--- src/hdl/i2cmbe_pkg.sv ---
`timescale 1ns / 1ps
// ----------------------------------------------------------------------------
// i2cmbe_pkg: shared types for the I2C master byte engine
// Command codes, request and phase word layouts, and the control and status
// bundles that join the controller to the datapath.
// ----------------------------------------------------------------------------
package i2cmbe_pkg;

  // A write that ends in a stop is the longest command.
  localparam int MAX_PHASES = 22;
  localparam int IDX_W      = $clog2(MAX_PHASES);

  typedef enum logic [1:0] {
    CMD_START = 2'd0,
    CMD_STOP  = 2'd1,
    CMD_WRITE = 2'd2,
    CMD_READ  = 2'd3
  } cmd_e;

  typedef struct packed {
    cmd_e       command;
    logic [7:0] tx_byte;
    logic       send_nack;
    logic [7:0] slave_byte;
    logic       slave_ack_level;
  } req_word_t;

  typedef struct packed {
    logic       scl;
    logic       sda_drive;
    logic       sda_level;
    logic [7:0] rx_data;
    logic       ack_error;
    logic       last;
  } phase_word_t;

  typedef struct packed {
    logic             load;
    logic             emit;
    logic [IDX_W-1:0] idx;
  } ctrl_t;

  typedef struct packed {
    logic last_phase;
    logic slot_free;
  } status_t;

endpackage

--- src/hdl/i2cmbe_ctrl.sv ---
`timescale 1ns / 1ps
// ----------------------------------------------------------------------------
// i2cmbe_ctrl: command sequencer
// Takes one request at a time and steps the phase index whenever the output
// register can take a new phase, until the datapath flags the last phase.
// ----------------------------------------------------------------------------
module i2cmbe_ctrl (
  input  logic                clk,
  input  logic                rst,
  input  logic                req_valid,
  output logic                req_ready,
  input  i2cmbe_pkg::status_t sts,
  output i2cmbe_pkg::ctrl_t   ctl
);
  import i2cmbe_pkg::*;

  typedef enum logic {
    IDLE,
    RUN
  } state_t;

  state_t           state;
  logic [IDX_W-1:0] idx;

  assign req_ready = (state == IDLE);
  assign ctl.load  = req_valid && req_ready;
  assign ctl.emit  = (state == RUN) && sts.slot_free;
  assign ctl.idx   = idx;

  always_ff @(posedge clk) begin
    if (rst) begin
      state <= IDLE;
      idx   <= '0;
    end else begin
      unique case (state)
        IDLE: begin
          if (ctl.load) begin
            state <= RUN;
            idx   <= '0;
          end
        end
        RUN: begin
          if (ctl.emit) begin
            if (sts.last_phase) begin
              state <= IDLE;
            end else begin
              idx <= idx + 1'b1;
            end
          end
        end
        default: state <= IDLE;
      endcase
    end
  end

endmodule

--- src/hdl/i2cmbe_dp.sv ---
`timescale 1ns / 1ps
// ----------------------------------------------------------------------------
// i2cmbe_dp: phase datapath
// Holds the captured request, decodes the pin levels of the current phase
// and keeps the one-word output register.
// ----------------------------------------------------------------------------
module i2cmbe_dp (
  input  logic                    clk,
  input  logic                    rst,
  input  i2cmbe_pkg::req_word_t   req,
  input  i2cmbe_pkg::ctrl_t       ctl,
  output i2cmbe_pkg::status_t     sts,
  output logic                    rsp_valid,
  input  logic                    rsp_ready,
  output i2cmbe_pkg::phase_word_t rsp
);
  import i2cmbe_pkg::*;

  localparam logic [IDX_W-1:0] BITS_END  = IDX_W'(16);
  localparam logic [IDX_W-1:0] READ_LAST = IDX_W'(19);
  localparam logic [IDX_W-1:0] STOP_LAST = IDX_W'(21);

  req_word_t   req_q;
  phase_word_t ph;
  logic        last_phase;

  always_comb begin
    ph         = '0;
    last_phase = 1'b0;
    unique case (req_q.command)
      CMD_START: begin
        case (ctl.idx)
          IDX_W'(0): {ph.scl, ph.sda_drive, ph.sda_level} = 3'b111;
          IDX_W'(1): {ph.scl, ph.sda_drive, ph.sda_level} = 3'b110;
          default:   {ph.scl, ph.sda_drive, ph.sda_level} = 3'b010;
        endcase
        last_phase = (ctl.idx == IDX_W'(2));
      end
      CMD_STOP: begin
        case (ctl.idx)
          IDX_W'(0): {ph.scl, ph.sda_drive, ph.sda_level} = 3'b010;
          IDX_W'(1): {ph.scl, ph.sda_drive, ph.sda_level} = 3'b110;
          default:   {ph.scl, ph.sda_drive, ph.sda_level} = 3'b111;
        endcase
        last_phase = (ctl.idx == IDX_W'(2));
      end
      CMD_WRITE: begin
        if (ctl.idx < BITS_END) begin
          ph.scl       = ctl.idx[0];
          ph.sda_drive = 1'b1;
          ph.sda_level = req_q.tx_byte[3'd7 - ctl.idx[3:1]];
        end else begin
          case (ctl.idx)
            IDX_W'(16): {ph.scl, ph.sda_drive, ph.sda_level} = {2'b01, req_q.tx_byte[0]};
            IDX_W'(17): {ph.scl, ph.sda_drive, ph.sda_level} = 3'b001;
            IDX_W'(18): {ph.scl, ph.sda_drive, ph.sda_level} = 3'b101;
            IDX_W'(19): begin
              if (req_q.slave_ack_level) begin
                {ph.scl, ph.sda_drive, ph.sda_level} = 3'b010;
              end else begin
                {ph.scl, ph.sda_drive, ph.sda_level} = 3'b001;
              end
            end
            IDX_W'(20): {ph.scl, ph.sda_drive, ph.sda_level} = 3'b110;
            default:    {ph.scl, ph.sda_drive, ph.sda_level} = 3'b111;
          endcase
        end
        // No ack from the slave: a stop follows and the error rides on it.
        if (req_q.slave_ack_level) begin
          last_phase   = (ctl.idx == STOP_LAST);
          ph.ack_error = last_phase;
        end else begin
          last_phase = (ctl.idx == READ_LAST);
        end
      end
      CMD_READ: begin
        if (ctl.idx < BITS_END) begin
          {ph.scl, ph.sda_drive, ph.sda_level} = {ctl.idx[0], 2'b01};
        end else if (ctl.idx == BITS_END) begin
          {ph.scl, ph.sda_drive, ph.sda_level} = 3'b001;
        end else begin
          ph.scl       = (ctl.idx == IDX_W'(18));
          ph.sda_drive = 1'b1;
          ph.sda_level = req_q.send_nack;
        end
        last_phase = (ctl.idx == READ_LAST);
        if (last_phase) begin
          ph.rx_data = req_q.slave_byte;
        end
      end
      default: last_phase = 1'b1;
    endcase
    ph.last = last_phase;
  end

  assign sts.last_phase = last_phase;
  assign sts.slot_free  = !rsp_valid || rsp_ready;

  always_ff @(posedge clk) begin
    if (ctl.load) begin
      req_q <= req;
    end
    if (ctl.emit) begin
      rsp <= ph;
    end
  end

  always_ff @(posedge clk) begin
    if (rst) begin
      rsp_valid <= 1'b0;
    end else if (ctl.emit) begin
      rsp_valid <= 1'b1;
    end else if (rsp_ready) begin
      rsp_valid <= 1'b0;
    end
  end

endmodule

--- src/hdl/i2c_master_byte_engine.sv ---
`timescale 1ns / 1ps
// ----------------------------------------------------------------------------
// i2c_master_byte_engine: I2C master pin phase sequencer
// Turns start, stop, byte write and byte read commands into the sequence of
// bus phases (SCL level, SDA drive enable, SDA level), one word per phase.
// ----------------------------------------------------------------------------
//
//   Channel | Handshake            | Word          | Carries
//   --------+----------------------+---------------+------------------------------
//   req     | req_valid/req_ready  | req_word_t    | one command with its operands
//   rsp     | rsp_valid/rsp_ready  | phase_word_t  | one bus phase, last flags end
//
// A command is taken while the engine is idle, and then its phases leave one
// per cycle, as long as rsp does not stall, through a single output register.
// The phase counter of the controller runs to the last phase of the command:
// a start, a stop, a read, an acknowledged write, or a write the slave does
// not acknowledge, which goes on into a stop. A new command is taken as soon as the last
// phase of the previous one sits in the output register, even while that
// word still waits to be taken. A stall on rsp holds the phase counter.
// Reset clears the controller state and the output valid flag.
// ----------------------------------------------------------------------------
module i2c_master_byte_engine (
  input  logic                    clk,
  input  logic                    rst,
  input  logic                    req_valid,
  output logic                    req_ready,
  input  i2cmbe_pkg::req_word_t   req,
  output logic                    rsp_valid,
  input  logic                    rsp_ready,
  output i2cmbe_pkg::phase_word_t rsp
);
  import i2cmbe_pkg::*;

  // Of the datapath, the controller only ever sees the two status flags;
  // it drives the command bundle and takes req_valid from outside.
  ctrl_t   ctl;
  status_t sts;

  i2cmbe_ctrl u_ctrl (
    .clk       (clk),
    .rst       (rst),
    .req_valid (req_valid),
    .req_ready (req_ready),
    .sts       (sts),
    .ctl       (ctl)
  );

  i2cmbe_dp u_dp (
    .clk       (clk),
    .rst       (rst),
    .req       (req),
    .ctl       (ctl),
    .sts       (sts),
    .rsp_valid (rsp_valid),
    .rsp_ready (rsp_ready),
    .rsp       (rsp)
  );

  // Once the last phase of a command is emitted, the engine is free again.
  a_free_after_last : assert property (@(posedge clk) disable iff (rst)
    ctl.emit && sts.last_phase |=> req_ready)
    else $error("engine not free after last phase");

  // Taking a command always starts a run of phases.
  a_busy_after_load : assert property (@(posedge clk) disable iff (rst)
    ctl.load |=> !req_ready)
    else $error("engine free right after taking a command");

  // A missing slave ack ends in the stop condition on the last phase.
  a_ack_error_stop : assert property (@(posedge clk) disable iff (rst)
    rsp_valid && rsp.ack_error |-> rsp.last && rsp.scl && rsp.sda_drive && rsp.sda_level)
    else $error("ack error outside a stop phase");

  // Read data only appears on the last phase.
  a_rx_only_last : assert property (@(posedge clk) disable iff (rst)
    rsp_valid && (rsp.rx_data != 8'd0) |-> rsp.last)
    else $error("read data on a phase that is not the last");

endmodule
--- config.mk ---
export PLATFORM = sky130hd
export DESIGN_NAME = i2c_master_byte_engine
export DESIGN_NICKNAME = d
export VERILOG_FILES = /design/src/hdl/i2cmbe_pkg.sv /design/src/hdl/i2cmbe_ctrl.sv /design/src/hdl/i2cmbe_dp.sv /design/src/hdl/i2c_master_byte_engine.sv
export SDC_FILE = /design/constraint.sdc
export NUM_CORES = 1
export LEC_CHECK = 0
export BUFFER_PORTS_ARGS = -buffer_cell sky130_fd_sc_hd__buf_2
export CORE_MARGIN = 1.5
export CORE_UTILIZATION = 40
export DETAILED_ROUTE_END_ITERATION = 12
export PLACE_DENSITY = 0.68
export REMOVE_ABC_BUFFERS = 1
export SETUP_SLACK_MARGIN = 0.1
export SYNTH_ARGS = -nofsm -noshare
export SYNTH_HDL_FRONTEND = slang
export SYNTH_SLANG_ARGS = --single-unit
--- constraint.sdc ---
create_clock -name clk -period 4.7 [get_ports clk]
set_input_delay 0.94 -clock clk [delete_from_list [all_inputs] [get_ports clk]]
set_output_delay 0.94 -clock clk [all_outputs]
set_load 0.02 [all_outputs]
Word-level counts from Yosys, hierarchy flattened

Index checks and enable logic that the tools add are counted.

$add $sub $neg: 2
Magnitude comparators: 2
Equal/unequal tests: 14
Mux-type cells: 22
Bitwise logic cells: 1
Reduce and logical (&&, ||, !) cells: 11

Operators with widths:

| operator            | number |
|---|---|
| $eq 5x5->1 const B  | 6 |
| $mux 5              | 3 |
| $pmux 3 s5          | 1 |
| $pmux 3 s2          | 2 |
| $pmux 3 s4          | 1 |
| $pmux 5 s2          | 1 |
| $mux 3              | 3 |
| $mux 1              | 7 |
| $ne 2x2->1 const B  | 3 |
| $add 5x1->5 const B | 1 |
| $eq 5x1->1 const B  | 1 |
| $eq 5x2->1 const B  | 1 |
| $logic_not 5->1     | 1 |
| $lt 5x5->1 const B  | 1 |
| $eq 2x2->1 const B  | 2 |
| $lt 3x4->1 const B  | 1 |
| $reduce_and 2->1    | 2 |
| $bmux 1 s3          | 1 |
| $pmux 1 s3          | 1 |
| $reduce_and 3->1    | 1 |
| $sub 3x3->3 const A | 1 |
| $eq 2x1->1 const B  | 1 |
| $logic_and 1x1->1   | 2 |
| $logic_not 2->1     | 1 |
| other kinds (7)     | 7 |

Register bits: 40
Input bits: 24
Word-level logic and storage cells: 66

Logic depth before layout (Yosys ltp)

Gate-level depths: netlist of the first run.

Depth in word-level cells: 6
Gate-level depth with buffers: 8
Depth with buffers taken out: 7

By module

From an unflattened synthesis of the first run, not the netlist that was laid out.

Cells, all modules: 137
Area total of the unflattened synthesis: 1769.2 sq um

Modules (own cells, without submodules):

| module      | instances | cells each | area each (sq um) |
|---|---|---|---|
| i2cmbe_dp   | 1         | 102        | 1453.9 |
| i2cmbe_ctrl | 1         | 35         | 315.3 |

Worst setup path after synthesis of the first run

OpenSTA, ideal clock, no wires.

Path type: input port to flip-flop
From: input rsp_ready
To: register u_ctrl.idx[3]
Setup time: 0.074 ns
Arrival time: 2.472 ns
Data required time: 4.626 ns
Setup slack: 2.154 ns
Cell stages on the path: 5
Path through: inv_1 a21oi_1 nand4_1 or3b_1 a31oi_1

RTL lines:

| item                   | RTL line                     | source |
|---|---|---|
| start: declaration     | i2c_master_byte_engine.sv:29 | `input logic rsp_ready,` |
| end signal: assignment | i2cmbe_ctrl.sv:47            | `idx <= idx + 1'b1;` |
| end: declaration       | i2cmbe_ctrl.sv:23            | `logic [IDX_W-1:0] idx;` |

==> flow_summary_export.csv, run 1 <==
group,metric,value,unit
outcome,status,"finished, final reports clean",
detailed_routing,drcViolationCount,0,
sta,hold_ws,523,ps
sta,fin_skew,6.31,ps
worst_setup_path,cp-startpoint,"u_ctrl.idx[0]",
sta,drv_slew,0,
detailed_routing,drt-total-wl,3510,um
cts,cts.repair.resized,0,
cts,clock_sinks,40,
detailed_routing,num_vias,1288,
worst_setup_path,cpPeakStageDelay,490,ps
cts,post_cts_buffers,0,
worst_setup_path,path_cells,"inv_1 > ha_1 > a2111oi_0 > o21ai_0 > a32oi_1 > o21ai_0",
final_layout,final_core_util,0.495,
final_layout,antenna_cells,0,
cts,clkLatencyLatePin,290,ps
hold_path,hp-class,"register to register",
placed_design,dpl.hpwl,2500,um
synthesis,synth_cells,142,
detailed_routing,wl_per_cell,14.9,um
synthesis,avgSynthCellArea,12.7,um2
worst_setup_path,crit_fanout,8,
grt,antenna_found_initial,0,
cts,cts_tree,"built",
detailed_routing,drtPass1Iterations,5,
grt,grt_pass1_vias,1236,
sta,layout_min_cycle_time,2120,ps
power,ir_drop,0.000276,V
worst_setup_path,reg2reg_from,"u_ctrl.idx[0]",
floorplan,ios,39,
sta,slew-limit-headroom,0.285,
sta,fin_tns_setup,0,ps
cts,htreeDepth,2,
power,finalPower,0.765,mW
placed_design,io_buffers,38,
final_layout,drive_gt1_frac,0.295,
synthesis,ys_types,38,
synthesis,yosysTopAreaCellShare,0.547,
cts,cts_inserted_buffers,5,
floorplan,dieArea,4940,um2
synthesis,ys_ff_latch,40,
sta,fmax,471,MHz
floorplan,coreArea,4350,um2
detailed_routing,vias_per_cell,5.48,
grt,grt_pass1_wl,5600,um
detailed_routing,drt_first_iter_violations,56,
grt,globalRouteOverflowTotal,0,
worst_setup_path,cp_slowest_cell,"dfxtp_1",
sta,tightest_slew,1070,ps
power,power_leakage,0.844,nW
placed_design,gp_congestion,0.848,
hold_path,min_from,"u_dp.req_q[3]",
synthesis,ys_warn_count,0,
worst_setup_path,path_class,"register to register",
sta,rsz0062_at_grt,"no",
synthesis,ys_seq_area_frac,0.625,
power,power_density,355,nW/um2
cts,cts.root.buffer_cell,"clkbuf_8",
sta,fin_crit_sh,0.452,
sta,finalSetupViolCount,0,
synthesis,syn_area,1810,um2
worst_setup_path,cp-start-kind,"register",
worst_setup_path,worst_path_dominant_cell_family,"compound AO/OA/AOI/OAI gates",
cts,clk_pin_slew,80,ps
job,maxCapViolations,0,
synthesis,synthTopCellsByArea,"edfxtp_1 55%, dfxtp_1 7.7%, and2_1 3.5%",
final_layout,area_delta_synth_final,19.0,%
worst_setup_path,setup.worst_path.end_class,"register",
grt,grt_usage,0.145,
floorplan,start_util,0.416,
floorplan,die_width,70.3,um
worst_setup_path,crit_arrival,2140,ps
synthesis,synth_top_area_cell,"edfxtp_1",
floorplan,fp.dieH,70.3,um
cts,postCtsHoldBufs,0,
floorplan,num_rows,24,
worst_setup_path,required,4720,ps
sta,finalHoldViolCount,0,
cts,cts_buffer_depth,2,
worst_setup_path,path_common_cell,"o21ai_0",
worst_setup_path,timing.critical_path.buf_inv,1,
grt,grt_max_degree,23,
final_layout,nNetsFinal,210,
detailed_routing,drtAntennaViolNets,0,
worst reg2reg max path: stages, from the launching register on:
cell and delay [ps]:
dfxtp_1 490, inv_1 160, ha_1 320, a2111oi_0 390
o21ai_0 140, a32oi_1 210, o21ai_0 150
synth_stat cells:
| cell type | number |
|---|---|
| a2111oi_0 | 2 |
| a211oi_1 | 1 |
| a21bo_4 | 1 |
| a21oi_1 | 4 |
| a221oi_1 | 1 |
| a221oi_2 | 1 |
| a311oi_1 | 2 |
| a31oi_1 | 3 |
| a32oi_1 | 2 |
| a41o_1 | 1 |
| and2_1 | 10 |
| buf_2 | 2 |
| buf_4 | 3 |
| clkbuf_1 | 1 |
| dfxtp_1 | 7 |
| edfxtp_1 | 33 |
| ha_1 | 4 |
| inv_1 | 9 |
| mux2i_1 | 3 |
| mux4_2 | 2 |
| nand2_1 | 6 |
| nand2b_1 | 3 |
| nand3_1 | 3 |
| nand4_1 | 1 |
| nor2_1 | 12 |
| nor2b_1 | 3 |
| nor3_1 | 3 |
| nor4_1 | 1 |
| nor4_2 | 1 |
| o21ai_0 | 7 |
| o221ai_1 | 1 |
| o22ai_1 | 1 |
| o311a_1 | 2 |
| o31ai_1 | 1 |
| or2_2 | 1 |
| or2b_1 | 1 |
| or3_1 | 2 |
| or3b_1 | 1 |
cell families (layout without fill, tap and decap cells):
logic type | count (synthesis) | after routing | synth area share
adder cells (fa/ha/maj) | 4 | 4 | 0.0276
buffers and inverters | 15 | 56 | 0.0387
AND/OR/NAND/NOR | 48 | 48 | 0.142
multiplexers | 5 | 5 | 0.0415
flip-flops | 40 | 40 | 0.625
AO/OA/AOI/OAI | 30 | 30 | 0.125
placed cells by master (no fill, tap or decap), types with 2 or more instances in the layout:
master      n
or3_1       2
buf_2      38
nor2_1     11
mux4_2      2
nor3_1      3
a21oi_1     4
inv_1       9
nand2_1     6
nand3_1     3
a32oi_1     2
a2111oi_0   2
edfxtp_1   33
dfxtp_1     7
nor2b_1     3
a31oi_1     3
and2_1     10
mux2i_1     3
nand2b_1    3
o311a_1     2
a311oi_1    2
ha_1        4
clkbuf_8    5
o21ai_0     7
stage by stage:
stage	cell area [um2]	setup slack [ps]	instances
after floorplan	1770	2150	136
after global placement	2040	2430	227
after detailed placement	2040	2300	227
after CTS	2150	2610	235
after global routing	2150	2490	235
final	2150	2580	235
flip-flops by register name, summed over array words and instances, names as in the netlist:
signal and flops:
u_ctrl.idx 5, u_dp.rsp 13, u_ctrl.state 1, u_dp.req_q 20
u_dp.rsp_valid 1
layout make-up:
| cell class | count | area, um2 |
|---|---|---|
| clock buffer | 5 | 68.8 |
| multi-input combinational | 87 | 612 |
| sequential | 40 | 1130 |
| tap | 52 | 65.1 |
| fill | 375 | 2200 |
| clock inverter | 3 | 46.3 |
| timing repair buffer | 39 | 198 |
| inverter | 9 | 33.8 |
per-layer routing:
| layer | up-vias | track usage | share of wire |
|---|---|---|---|
| met5 | - | 0 | 0 |
| met4 | 0 | 0.0556 | 0.019 |
| met3 | 10 | 0.0476 | 0.074 |
| met2 | 68 | 0.255 | 0.52 |
| met1 | 599 | 0.162 | 0.39 |
| li1 | 611 | - | - |
power breakdown:
group	internal, mW	total [mW]	switching (mW)
sequential	0.404	0.415	0.0104
combinational	0.0279	0.0693	0.0414
clock	0.160	0.281	0.122
total	0.592	0.765	0.173
path summary, 6_finish.rpt:
| kind | endpoint | slack [ps] | cells past startpoint |
|---|---|---|---|
| setup / recovery | u_dp.rsp[10] | 2580 | 6 |
| hold / removal | u_dp.rsp[4] | 520 | 1 |
| setup reg to reg | u_dp.rsp[10] | 2580 | 6 |
| hold reg to reg | u_dp.rsp[4] | 520 | 1 |
Note: power is estimated with default switching activity, not from simulation.
==> run 2, diff against run 1 <==
clock period = 2.2 ns   (was 4.7 ns; I/O delays follow)
==> run 2 against run 1 <==
Utilization increased by 0.40 points. Fmax is 10% higher. Sequential power rose by 110%. Setup slack lost 2300 ps. Critical endpoint unchanged. Global-route usage is 0.46 points higher. Non-clock buffer count grew 2. Largest power group unchanged. Worst hold slack lost 210 ps. Cell area grew 0.81%. Clock skew rose by 7.1 ps. Die area is the same.
==> flow_summary_export.csv, run 2 (synthesis gave the netlist of run 1 again) <==
group,metric,value,unit
grt,grt_busiest_layer,"met2",
grt,grt_pass1_wl,5740,um
sta,hold_ws,310,ps
sta,fin_skew,13.4,ps
floorplan,coreArea,4350,um2
floorplan,num_rows,24,
grt,global_route.usage.met2,0.259,
outcome,status,"finished, final reports clean",
final_layout,regMostFlops,"u_dp.req_q",
power,power_density,759,nW/um2
cts,clock_sinks,40,
worst_setup_path,rr_endpoint,"u_dp.rsp[10]",
cts,clk_pin_slew,80,ps
grt,globalRouteOverflowTotal,0,
sta,finalHoldViolCount,0,
sta,setup_slack,272,ps
sta,finalSetupViolCount,0,
detailed_routing,drt-total-wl,3370,um
detailed_routing,drt_first_iter_violations,44,
cts,cts_tree,"built",
grt,use_met1,0.158,
detailed_routing,vias_per_cell,5.31,
worst_setup_path,endpoint,"u_dp.rsp[10]",
power,ir_drop,0.000412,V
worst_setup_path,path_depth,6,
placed_design,io_buffers,38,
sta,layout_min_cycle_time,1930,ps
worst_setup_path,path_class,"register to register",
placed_design,dpl.hpwl,2460,um
worst_setup_path,required,2250,ps
worst_setup_path,crit_fanout,8,
grt,antenna_found_initial,0,
worst_setup_path,timing.critical_path.buf_inv,1,
grt,use_met3,0.0563,
worst_setup_path,worst_path_dominant_cell_family,"compound AO/OA/AOI/OAI gates",
power,power_leakage,0.858,nW
worst_setup_path,ff2ff_path_depth,6,
detailed_routing,num_vias,1258,
sta,rsz0062_at_grt,"no",
grt,grt_pass1_vias,1300,
cts,cts_inserted_buffers,5,
detailed_routing,wl_per_cell,14.2,um
worst_setup_path,path_common_cell,"o21ai_0",
final_layout,nNetsFinal,212,
final_layout,final_cell_mix,"38 x buf_2, 33 x edfxtp_1, 11 x nor2_1, 10 x and2_1, 9 x inv_1",
job,maxCapViolations,0,
sta,fin_tns_setup,0,ps
detailed_routing,drtAntennaViolNets,0,
final_layout,largest_reg_flops,20,
grt,grt_usage,0.150,
cts,cts.root.buffer_cell,"clkbuf_8",
hold_path,hp-class,"primary input to register",
sta,drv_slew,0,
final_layout,final_common_cell,"buf_2",
detailed_routing,drtPass1Iterations,4,
floorplan,dieArea,4940,um2
worst_setup_path,cpPeakStageDelay,460,ps
cts,post_cts_buffers,0,
detailed_routing,drcViolationCount,0,
power,finalPower,1.65,mW
final_layout,area_delta_synth_final,20.0,%
placed_design,dp_slack,263,ps
final_layout,final_core_util,0.499,
worst_setup_path,reg2reg_from,"u_ctrl.idx[0]",
floorplan,ios,39,
cts,cts_buffer_depth,2,
floorplan,start_util,0.416,
sta,tightest_slew,499,ps
placed_design,gp_congestion,0.926,
sta,fin_crit_sh,0.876,
floorplan,fp.dieH,70.3,um
sta,fmax,519,MHz
worst_setup_path,cp_slowest_cell,"dfxtp_1",
worst_setup_path,cp-start-kind,"register",
final_layout,reg_top3,"u_dp.req_q x20, u_dp.rsp x13, u_ctrl.idx x5",
worst_setup_path,path_cells,"inv_1 > ha_1 > a2111oi_0 > o21ai_0 > a32oi_1 > o21ai_0",
worst_setup_path,cp-startpoint,"u_ctrl.idx[0]",
final_layout,antenna_cells,0,
final_layout,drive_gt1_frac,0.308,
cts,clkLatencyLatePin,300,ps
grt,grt_max_degree,23,
final_layout,fill_cells,365,
cts,htreeDepth,2,
worst_setup_path,crit_arrival,1980,ps
sta,slew-limit-headroom,0.659,
floorplan,die_width,70.3,um
worst_setup_path,setup.worst_path.end_class,"register",
worst_setup_path,reg2reg_slack,270,ps
==> run 2: worst min-delay path by stage <==
stage / startpoint / end / slack (ps) / cells past startpoint
final: req[5] / u_dp.req_q[5] / 310 / 1
after global routing: req[5] / u_dp.req_q[5] / 290 / 1
after CTS: req[5] / u_dp.req_q[5] / 300 / 1
after detailed placement: u_dp.req_q[3] / u_dp.rsp[4] / 500 / 1
after global placement: u_dp.req_q[1] / u_dp.rsp[2] / 500 / 1
after floorplan: u_dp.req_q[1] / u_dp.rsp[2] / 500 / 1
==> run 2: power by group <==
group	switching (mW)	leakage (nW)	internal (mW)	total [mW]
clock	0.275	0.0583	0.342	0.617
combinational	0.0858	0.426	0.0611	0.147
sequential	0.0220	0.374	0.864	0.886
==> run 2: timing repair <==
item,CTS,global route
setup endpoints to repair,0,4
gates resized for setup,0,1
endpoints found under the hold margin,0,0
hold buffers,0,0
==> run 2: area by class of cell <==
type	instances	area [um2]	area share
Multi-Input combinational cell	87	612	0.282
Timing Repair Buffer	41	213	0.0979
Inverter	9	33.8	0.0156
Sequential cell	40	1130	0.521
Clock buffer	5	68.8	0.0317
Tap cell	52	65.1	0.0300
Clock inverter	3	47.5	0.0219
==> run 2: metal layers <==
layer	part of all wire	vias up
li1	-	616
met1	0.42	586
met2	0.50	46
met3	0.056	10
met4	0.027	0
met5	0	-
==> run 2: worst reg2reg max path: stages (launching register included) <==
cell and delay [ps]:
dfxtp_1 460, inv_1 150, ha_1 300, a2111oi_0 350, o21ai_0 140, a32oi_1 200, o21ai_0 100
==> run 2: per-stage QoR <==
step / area (um2) / cells
finish: 2170 / 237
global route: 2170 / 237
CTS: 2170 / 237
detailed placement: 2050 / 229
global placement: 2050 / 229
floorplan: 1770 / 136
